===== src/rtl/pcc_pkg.sv =====
// ----------------------------------------------------------------------------
// pcc_pkg: shared constants, types and helpers for the pair counter
// Sizes of the species set and counters, pair index mapping, saturation.
// ----------------------------------------------------------------------------
package pcc_pkg;

  localparam int MAX_SPECIES = 8;
  localparam int COUNT_BITS  = 16;
  localparam int NUM_PAIRS   = (MAX_SPECIES * (MAX_SPECIES - 1)) / 2;
  localparam int PAIR_BITS   = $clog2(NUM_PAIRS);
  localparam int SPEC_BITS   = $clog2(MAX_SPECIES + 1);

  localparam int ROW_BITS    = 8;
  localparam int FIELD_BITS  = 16;
  localparam int IDX_BITS    = 4;
  localparam int CFG_BITS    = 4;
  localparam logic [CFG_BITS-1:0] CFG_RESET = 4'd8;

  localparam int QUEUE_DEPTH = 4;
  localparam int QPTR_BITS   = $clog2(QUEUE_DEPTH);

  typedef logic [COUNT_BITS-1:0] cnt_t;
  typedef logic [SPEC_BITS-1:0]  spec_t;
  typedef logic [PAIR_BITS-1:0]  pair_idx_t;

  localparam cnt_t CNT_MAX = {COUNT_BITS{1'b1}};

  typedef struct packed {
    logic [ROW_BITS-1:0] row;
    logic                last;
  } site_t;

  typedef struct packed {
    logic emitting;
    logic clearing;
  } status_t;

  // First species (0-based) of pair k in row-major order
  function automatic int pair_first(int k);
    int idx;
    int res;
    idx = 0;
    res = 0;
    for (int i = 0; i < MAX_SPECIES - 1; i++) begin
      for (int j = i + 1; j < MAX_SPECIES; j++) begin
        if (idx == k) res = i;
        idx++;
      end
    end
    return res;
  endfunction

  // Second species (0-based) of pair k in row-major order
  function automatic int pair_second(int k);
    int idx;
    int res;
    idx = 0;
    res = 0;
    for (int i = 0; i < MAX_SPECIES - 1; i++) begin
      for (int j = i + 1; j < MAX_SPECIES; j++) begin
        if (idx == k) res = j;
        idx++;
      end
    end
    return res;
  endfunction

  // Presence of species s; bits past the row width read as absent
  function automatic logic present(logic [ROW_BITS-1:0] row, int s);
    logic [ROW_BITS-1:0] sh;
    sh = row >> s;
    return (s < ROW_BITS) && sh[0];
  endfunction

  function automatic cnt_t sat_inc(cnt_t v);
    return (v == CNT_MAX) ? v : v + cnt_t'(1);
  endfunction

  function automatic cnt_t sat_add(cnt_t a, cnt_t b);
    logic [COUNT_BITS:0] s;
    s = {1'b0, a} + {1'b0, b};
    return s[COUNT_BITS] ? CNT_MAX : s[COUNT_BITS-1:0];
  endfunction

  function automatic logic [FIELD_BITS-1:0] to_field(cnt_t v);
    logic [31:0] w;
    w = 32'(v);
    return w[FIELD_BITS-1:0];
  endfunction

  // Clamp the species register into [2, MAX_SPECIES]
  function automatic spec_t clamp_species(logic [CFG_BITS-1:0] v);
    if (v < CFG_BITS'(2)) return spec_t'(2);
    else if (32'(v) > MAX_SPECIES) return spec_t'(MAX_SPECIES);
    else return spec_t'(v);
  endfunction

endpackage


===== src/rtl/pcc_ifs.sv =====
// ----------------------------------------------------------------------------
// pcc_ifs: channel interfaces of the pair counter
// Site channel in, pair result channel out; valid/ready with payload.
// ----------------------------------------------------------------------------
interface pcc_site_if;
  logic       valid;
  logic       ready;
  logic [7:0] presence_row;
  logic       last_site;

  modport source (output valid, output presence_row, output last_site, input ready);
  modport sink   (input valid, input presence_row, input last_site, output ready);
endinterface

interface pcc_pair_if;
  logic        valid;
  logic        ready;
  logic [3:0]  first_species;
  logic [3:0]  second_species;
  logic [15:0] count_first_only;
  logic [15:0] count_second_only;
  logic [15:0] count_both;
  logic [15:0] count_neither;
  logic [15:0] total_first;
  logic [15:0] total_second;
  logic        last_pair;

  modport source (
    output valid, output first_species, output second_species,
    output count_first_only, output count_second_only, output count_both,
    output count_neither, output total_first, output total_second,
    output last_pair, input ready
  );
  modport sink (
    input valid, input first_species, input second_species,
    input count_first_only, input count_second_only, input count_both,
    input count_neither, input total_first, input total_second,
    input last_pair, output ready
  );
endinterface


===== src/rtl/pairwise_cooccurrence_counts.sv =====
// ----------------------------------------------------------------------------
// pairwise_cooccurrence_counts: pairwise presence/absence contingency counts
// Throughput: one site per cycle while the queue has room; the counter
//   engine takes no sites while it emits the P = n(n-1)/2 pairs in use,
//   one result per cycle while the sink is ready. A last site passes the
//   queue, the counter update, then the output register before its results.
// Reset: synchronous; counters zero, queue empty, species in use = 8.
// ----------------------------------------------------------------------------
module pairwise_cooccurrence_counts
  import pcc_pkg::*;
(
  input  logic                clk,
  input  logic                rst,
  input  logic                cfg_we,
  input  logic [CFG_BITS-1:0] cfg_wdata,
  pcc_site_if.sink            sites,
  pcc_pair_if.source          pairs
);

  logic [CFG_BITS-1:0] species_cfg;
  logic                q_valid;
  logic                q_ready;
  site_t               q_data;
  status_t             stat;

  // Hold the species-in-use register
  always_ff @(posedge clk) begin
    if (rst) begin
      species_cfg <= CFG_RESET;
    end else if (cfg_we) begin
      species_cfg <= cfg_wdata;
    end
  end

  pcc_front u_front (
    .clk     (clk),
    .rst     (rst),
    .sites   (sites),
    .q_valid (q_valid),
    .q_ready (q_ready),
    .q_data  (q_data)
  );

  pcc_back u_back (
    .clk         (clk),
    .rst         (rst),
    .species_cfg (species_cfg),
    .q_valid     (q_valid),
    .q_ready     (q_ready),
    .q_data      (q_data),
    .pairs       (pairs),
    .stat        (stat)
  );

`ifndef ASSERT_OFF
  // Pair indices stay ordered and in range
  a_pair_order: assert property (@(posedge clk) disable iff (rst)
    pairs.valid |-> (pairs.first_species != 4'd0) &&
                    (pairs.first_species < pairs.second_species) &&
                    (32'(pairs.second_species) <= MAX_SPECIES))
    else $error("pair indices out of order or range");

  // Within a data set the next pair follows any non-final transfer
  a_no_gap: assert property (@(posedge clk) disable iff (rst)
    (pairs.valid && pairs.ready && !pairs.last_pair) |=> pairs.valid)
    else $error("gap inside a pair burst");

  // Clearing coincides with loading the final pair
  a_clear_last: assert property (@(posedge clk) disable iff (rst)
    stat.clearing |=> (pairs.valid && pairs.last_pair))
    else $error("counters cleared without final pair");

  // No site is pulled from the queue during emission
  a_no_pop_emit: assert property (@(posedge clk) disable iff (rst)
    stat.emitting |-> !(q_valid && q_ready))
    else $error("site consumed during emission");
`endif

endmodule


===== src/rtl/pcc_front.sv =====
// ----------------------------------------------------------------------------
// pcc_front: site intake and queue
// Takes site rows from the input channel and holds them in a short FIFO
// until the counter engine pulls them.
// ----------------------------------------------------------------------------
module pcc_front
  import pcc_pkg::*;
(
  input  logic   clk,
  input  logic   rst,
  pcc_site_if.sink sites,
  output logic   q_valid,
  input  logic   q_ready,
  output site_t  q_data
);

  site_t                mem [QUEUE_DEPTH];
  logic [QPTR_BITS-1:0] wr_ptr;
  logic [QPTR_BITS-1:0] rd_ptr;
  logic [QPTR_BITS:0]   count;
  logic                 push;
  logic                 pop;

  assign sites.ready = (count != (QPTR_BITS+1)'(QUEUE_DEPTH));
  assign push        = sites.valid && sites.ready;
  assign q_valid     = (count != '0);
  assign pop         = q_valid && q_ready;
  assign q_data      = mem[rd_ptr];

  // Store each transfer at the write pointer
  always_ff @(posedge clk) begin
    if (push) begin
      mem[wr_ptr] <= '{row: sites.presence_row, last: sites.last_site};
    end
  end

  // Advance pointers and occupancy
  always_ff @(posedge clk) begin
    if (rst) begin
      wr_ptr <= '0;
      rd_ptr <= '0;
      count  <= '0;
    end else begin
      if (push) wr_ptr <= wr_ptr + QPTR_BITS'(1);
      if (pop)  rd_ptr <= rd_ptr + QPTR_BITS'(1);
      if (push && !pop)      count <= count + (QPTR_BITS+1)'(1);
      else if (pop && !push) count <= count - (QPTR_BITS+1)'(1);
    end
  end

endmodule


===== src/rtl/pcc_back.sv =====
// ----------------------------------------------------------------------------
// pcc_back: pair counter engine and result sequencer
// Updates every pair's contingency counters for each site, then walks the
// pairs in use into the output register, one per unstalled cycle; clears.
// ----------------------------------------------------------------------------
module pcc_back
  import pcc_pkg::*;
(
  input  logic                clk,
  input  logic                rst,
  input  logic [CFG_BITS-1:0] species_cfg,
  input  logic                q_valid,
  output logic                q_ready,
  input  site_t               q_data,
  pcc_pair_if.source          pairs,
  output status_t             stat
);

  localparam logic ST_IDLE = 1'b0;
  localparam logic ST_EMIT = 1'b1;

  cnt_t both_cnt   [NUM_PAIRS];
  cnt_t first_cnt  [NUM_PAIRS];
  cnt_t second_cnt [NUM_PAIRS];
  cnt_t neither_cnt[NUM_PAIRS];

  logic      st;
  pair_idx_t k;
  spec_t     fi;
  spec_t     se;
  spec_t     n_lat;

  logic pop;
  logic load;
  logic emit_load;
  logic row_end;
  logic last_now;
  cnt_t sel_both;
  cnt_t sel_first;
  cnt_t sel_second;
  cnt_t sel_neither;

  assign q_ready   = (st == ST_IDLE);
  assign pop       = q_valid && q_ready;
  assign load      = !pairs.valid || pairs.ready;
  assign emit_load = load && (st == ST_EMIT);
  assign row_end   = (se == n_lat - spec_t'(1));
  assign last_now  = row_end && (fi == n_lat - spec_t'(2));

  assign sel_both    = both_cnt[k];
  assign sel_first   = first_cnt[k];
  assign sel_second  = second_cnt[k];
  assign sel_neither = neither_cnt[k];

  assign stat.emitting = (st == ST_EMIT);
  assign stat.clearing = emit_load && last_now;

  // Count each site into all pairs at once; clear after the last pair
  always_ff @(posedge clk) begin : upd
    logic pi;
    logic pj;
    if (rst || (emit_load && last_now)) begin
      for (int p = 0; p < NUM_PAIRS; p++) begin
        both_cnt[p]    <= '0;
        first_cnt[p]   <= '0;
        second_cnt[p]  <= '0;
        neither_cnt[p] <= '0;
      end
    end else if (pop) begin
      for (int p = 0; p < NUM_PAIRS; p++) begin
        pi = present(q_data.row, pair_first(p));
        pj = present(q_data.row, pair_second(p));
        if (pi && pj)  both_cnt[p]    <= sat_inc(both_cnt[p]);
        else if (pi)   first_cnt[p]   <= sat_inc(first_cnt[p]);
        else if (pj)   second_cnt[p]  <= sat_inc(second_cnt[p]);
        else           neither_cnt[p] <= sat_inc(neither_cnt[p]);
      end
    end
  end

  // Sequence through the pairs in use, skipping unused columns
  always_ff @(posedge clk) begin
    if (rst) begin
      st    <= ST_IDLE;
      k     <= '0;
      fi    <= '0;
      se    <= spec_t'(1);
      n_lat <= spec_t'(2);
    end else begin
      case (st)
        ST_IDLE: begin
          if (pop && q_data.last) begin
            st    <= ST_EMIT;
            k     <= '0;
            fi    <= '0;
            se    <= spec_t'(1);
            n_lat <= clamp_species(species_cfg);
          end
        end
        ST_EMIT: begin
          if (emit_load) begin
            if (last_now) begin
              st <= ST_IDLE;
            end else if (row_end) begin
              fi <= fi + spec_t'(1);
              se <= fi + spec_t'(2);
              k  <= pair_idx_t'(32'(k) + 1 + MAX_SPECIES - 32'(n_lat));
            end else begin
              se <= se + spec_t'(1);
              k  <= k + pair_idx_t'(1);
            end
          end
        end
        default: st <= ST_IDLE;
      endcase
    end
  end

  // Output register valid: hold until transfer
  always_ff @(posedge clk) begin
    if (rst) begin
      pairs.valid <= 1'b0;
    end else if (load) begin
      pairs.valid <= (st == ST_EMIT);
    end
  end

  // Output register payload
  always_ff @(posedge clk) begin
    if (emit_load) begin
      pairs.first_species     <= IDX_BITS'(fi) + IDX_BITS'(1);
      pairs.second_species    <= IDX_BITS'(se) + IDX_BITS'(1);
      pairs.count_first_only  <= to_field(sel_first);
      pairs.count_second_only <= to_field(sel_second);
      pairs.count_both        <= to_field(sel_both);
      pairs.count_neither     <= to_field(sel_neither);
      pairs.total_first       <= to_field(sat_add(sel_both, sel_first));
      pairs.total_second      <= to_field(sat_add(sel_both, sel_second));
      pairs.last_pair         <= last_now;
    end
  end

endmodule


===== src/flat_wrapper.sv =====
// flat-port wrapper written by rule: the top's interface ports become plain ports
module pairwise_cooccurrence_counts_flat import pcc_pkg::*;
  (clk, rst, cfg_we, cfg_wdata, sites_valid, sites_presence_row, sites_last_site, sites_ready, pairs_valid, pairs_first_species, pairs_second_species, pairs_count_first_only, pairs_count_second_only, pairs_count_both, pairs_count_neither, pairs_total_first, pairs_total_second, pairs_last_pair, pairs_ready);
  pcc_site_if sites_i ();
  pcc_pair_if pairs_i ();
  input  logic clk;
  input  logic rst;
  input  logic cfg_we;
  input  logic [CFG_BITS-1:0] cfg_wdata;
  input wire logic [$bits(sites_i.valid)-1:0] sites_valid;
  input wire logic [$bits(sites_i.presence_row)-1:0] sites_presence_row;
  input wire logic [$bits(sites_i.last_site)-1:0] sites_last_site;
  output wire logic [$bits(sites_i.ready)-1:0] sites_ready;
  output wire logic [$bits(pairs_i.valid)-1:0] pairs_valid;
  output wire logic [$bits(pairs_i.first_species)-1:0] pairs_first_species;
  output wire logic [$bits(pairs_i.second_species)-1:0] pairs_second_species;
  output wire logic [$bits(pairs_i.count_first_only)-1:0] pairs_count_first_only;
  output wire logic [$bits(pairs_i.count_second_only)-1:0] pairs_count_second_only;
  output wire logic [$bits(pairs_i.count_both)-1:0] pairs_count_both;
  output wire logic [$bits(pairs_i.count_neither)-1:0] pairs_count_neither;
  output wire logic [$bits(pairs_i.total_first)-1:0] pairs_total_first;
  output wire logic [$bits(pairs_i.total_second)-1:0] pairs_total_second;
  output wire logic [$bits(pairs_i.last_pair)-1:0] pairs_last_pair;
  input wire logic [$bits(pairs_i.ready)-1:0] pairs_ready;
  assign sites_i.valid = sites_valid;
  assign sites_i.presence_row = sites_presence_row;
  assign sites_i.last_site = sites_last_site;
  assign sites_ready = sites_i.ready;
  assign pairs_valid = pairs_i.valid;
  assign pairs_first_species = pairs_i.first_species;
  assign pairs_second_species = pairs_i.second_species;
  assign pairs_count_first_only = pairs_i.count_first_only;
  assign pairs_count_second_only = pairs_i.count_second_only;
  assign pairs_count_both = pairs_i.count_both;
  assign pairs_count_neither = pairs_i.count_neither;
  assign pairs_total_first = pairs_i.total_first;
  assign pairs_total_second = pairs_i.total_second;
  assign pairs_last_pair = pairs_i.last_pair;
  assign pairs_i.ready = pairs_ready;
  pairwise_cooccurrence_counts u_core (.clk(clk), .rst(rst), .cfg_we(cfg_we), .cfg_wdata(cfg_wdata), .sites(sites_i), .pairs(pairs_i));
endmodule

===== config.mk =====
export PLATFORM = sky130hd
export DESIGN_NAME = pairwise_cooccurrence_counts_flat
export DESIGN_NICKNAME = d
export VERILOG_FILES = /design/src/rtl/pcc_pkg.sv /design/src/rtl/pcc_ifs.sv /design/src/rtl/pairwise_cooccurrence_counts.sv /design/src/rtl/pcc_front.sv /design/src/rtl/pcc_back.sv /design/src/flat_wrapper.sv
export SDC_FILE = /design/constraint.sdc
export NUM_CORES = 2
export LEC_CHECK = 0
export ABC_CLOCK_PERIOD_IN_PS = 5600
export BUFFER_PORTS_ARGS = -buffer_cell sky130_fd_sc_hd__buf_2
export CELL_PAD_IN_SITES_DETAIL_PLACEMENT = 1
export CELL_PAD_IN_SITES_GLOBAL_PLACEMENT = 1
export CORE_MARGIN = 4
export CORE_UTILIZATION = 31
export DETAILED_ROUTE_END_ITERATION = 8
export PLACE_DENSITY = 0.5
export SYNTH_ARGS = -nofsm -noshare
export SYNTH_HDL_FRONTEND = slang
export SYNTH_HIERARCHICAL = 1
export SYNTH_SLANG_ARGS = --single-unit
export TNS_END_PERCENT = 1

===== constraint.sdc =====
create_clock -name clk -period 5.6 [get_ports clk]
set_input_delay 0.56 -clock clk [delete_from_list [all_inputs] [get_ports clk]]
set_output_delay 0.56 -clock clk [all_outputs]
set_load 0.01 [all_outputs]

==> reports/qor.csv <==
stage;metric;value;unit
run_status;status;finished clean;
floorplanning;top_level_ports;125;
worst_setup_path;end_kind;flip-flop;
worst_setup_path;path_common_cell;o21ai_0;
clock_network;htree_levels;4;
sta;worst_pin_slew;1.22;ns
clock_network;cts_tree;done;
grt;grtUsageMet3;0.0254;
synthesis;synth_area_per_cell;11.5;um^2
grt;grt_pass1_vias;81162;
sta;fin_crit_sh;0.937;
clock_network;cts_root_buf;clkbuf_16;
layout;fin_nets;10196;
routing;drtIter0Drc;6867;
grt;grt_use_met1;0.288;
routing;num_vias;80295;
routing;via_per_inst;5.34;
routing;drt_wl_total;392;mm
grt;grt_use_met2;0.333;
layout;finish.utilization;0.353;
routing;detail_route.first_pass.iterations;5;
clock_network;cts_buffer_depth;4;
layout;area_growth_syn_to_layout;13.2;%
power;ir_drop;0.271;mV
worst_setup_path;ff2ff_setup_slack;0.35;ns
worst_setup_path;cp_cell_sequence;buf_12, buf_4, mux4_2, mux2i_1, o21ai_0, mux2_2, ha_1, a21o_1, a21oi_1, o21ai_0, a31oi_1, o21a_1, o21ai_0;
floorplanning;die_w;613;um
worst_setup_path;crit_type;reg -> reg;
worst_setup_path;critPathMaxFanout;28;
place;place.gp.congestion;0.867;
synthesis;yosys_warnings;6;
grt;grt_busiest_layer;met2;
grt;grt-ovfl-total;0;
sta;rsz0062_at_grt;false;
grt;grt_antenna_before_repair;35;
sta;maxSlewViolCount;0;
floorplanning;core;0.364;mm^2
layout;final_cell_mix;nor2_1 (1979), edfxtp_1 (1933), xor2_1 (891), nand3_1 (760), nand2_1 (757);
place;dpl.hpwl;289;mm
power;p_leak;0.0425;uW
worst_setup_path;slowest_delay;0.61;ns
clock_network;clock_latency;0.92;ns
sta;fin_tns_setup;0;ns
grt;grt.total_usage;0.203;
worst_setup_path;r2r_cells;13;
floorplanning;start_util;0.312;
sta;setup_viol;0;
worst_setup_path;cp-start-kind;flip-flop;
floorplanning;rows;221;
grt;grt_pass1_wl;573;mm
synthesis;synth_nets;10027;
clock_network;cts_num_sinks;1970;
sta;skew;0.0562;ns
worst_setup_path;cp_top_family;compound AO/OA/AOI/OAI gates;
sta;finalHoldViolations;0;
worst_hold_path;min_path_cells;2;
worst_setup_path;path_depth;13;
worst_setup_path;slowest_stage;mux4_2;
sta;max_freq;0.191;GHz
worst_setup_path;critPathArrivalTime;5.89;ns
worst_hold_path;worstHoldPathType;in -> reg;
power;powerDensity;544;mW/mm^2
clock_network;numCtsBuffers;245;
grt;grt_max_degree;133;
routing;post-route-drc-count;0;
layout;drive_gt1_frac;0.124;
floorplanning;fp.dieArea;0.376;mm^2
worst_hold_path;hp-start;sites_presence_row[3];
sta;relSlewSlack;0.181;
worst_setup_path;cp_num_buf_inv;2;
layout;final_common_cell;nor2_1;
synthesis;syn-cell-area;0.113;mm^2
clock_network;clkTransAtPathRegs;0.06;ns
synthesis;postSynthCellCount;9842;
place;io_buffers;124;
sta;period_needed;5.25;ns
worst_setup_path;crit_required;6.24;ns
routing;wl_per_cell;26.1;um
floorplanning;dieHeight;613;um
job;maxCapViolations;0;
routing;antenna_left;0;
[report_power, final]
group / total, uW / switching [uW] / leakage, uW / internal, uW
logic: 22300 / 13500 / 0.0181 / 8790
registers: 30800 / 7470 / 0.0204 / 23300
clock network: 16900 / 6760 / 0.00404 / 10100
total: 70000 / 27700 / 0.0425 / 42200
[worst paths after layout]
path / endpoint
max: u_core/u_back/pairs.total_second[11]
min: u_core/u_front/mem[2][4]
max reg2reg: u_core/u_back/pairs.total_second[11]
min reg2reg: u_core/u_front/wr_ptr[1]
[layer usage]
metal / vias up / routed length [um]
li1: 36281 / -
met1: 41727 / 178000
met2: 1883 / 185000
met3: 404 / 20800
met4: 0 / 8590
met5: - / 0
[area by class of cell]
type | count | area [um^2]
fill | 39149 | 235000
clock inverter | 160 | 1870
sequential | 1970 | 58800
multi-input combinational | 7383 | 52600
tap | 4794 | 6000
timing repair buffer | 297 | 2220
antenna | 15 | 37.5
inverter | 114 | 429
clock buffer | 293 | 6490
[state kept, by name (all words and copies together) (netlist names), 5 cells and up, named ones only]
register and count:
u_core/u_back/both_cnt 448, u_core/u_back/first_cnt 448, u_core/u_back/neither_cnt 448, u_core/u_back/second_cnt 448, u_core/u_front/mem 36, u_core/u_back/pairs.count_both 16
u_core/u_back/pairs.count_first_only 16, u_core/u_back/pairs.count_neither 16, u_core/u_back/pairs.count_second_only 16, u_core/u_back/pairs.total_first 16, u_core/u_back/pairs.total_second 16, u_core/u_back/k 5
[per-stage QoR]
stage | setup WS, ns | area, um^2 | instances | power, uW | hold WS, ns
floorplan | 0.599 | 113000 | 9842 | 41800 | 0.452
global placement | 0.384 | 120000 | 14539 | 52800 | 0.498
detailed placement | 0.271 | 120000 | 14539 | 53400 | 0.515
CTS | 0.263 | 128000 | 15011 | 70800 | 0.324
global route | 0.0280 | 128000 | 15013 | 73600 | 0.374
finish | 0.351 | 128000 | 15026 | 70000 | 0.409
[timing repair]
item	4_1_cts	5_1_grt
hold endpoints to repair	42	0
hold buffers	19	0
setup buffers	0	0
gates resized for setup	0	0
Note: power is estimated with default switching activity, not from simulation.
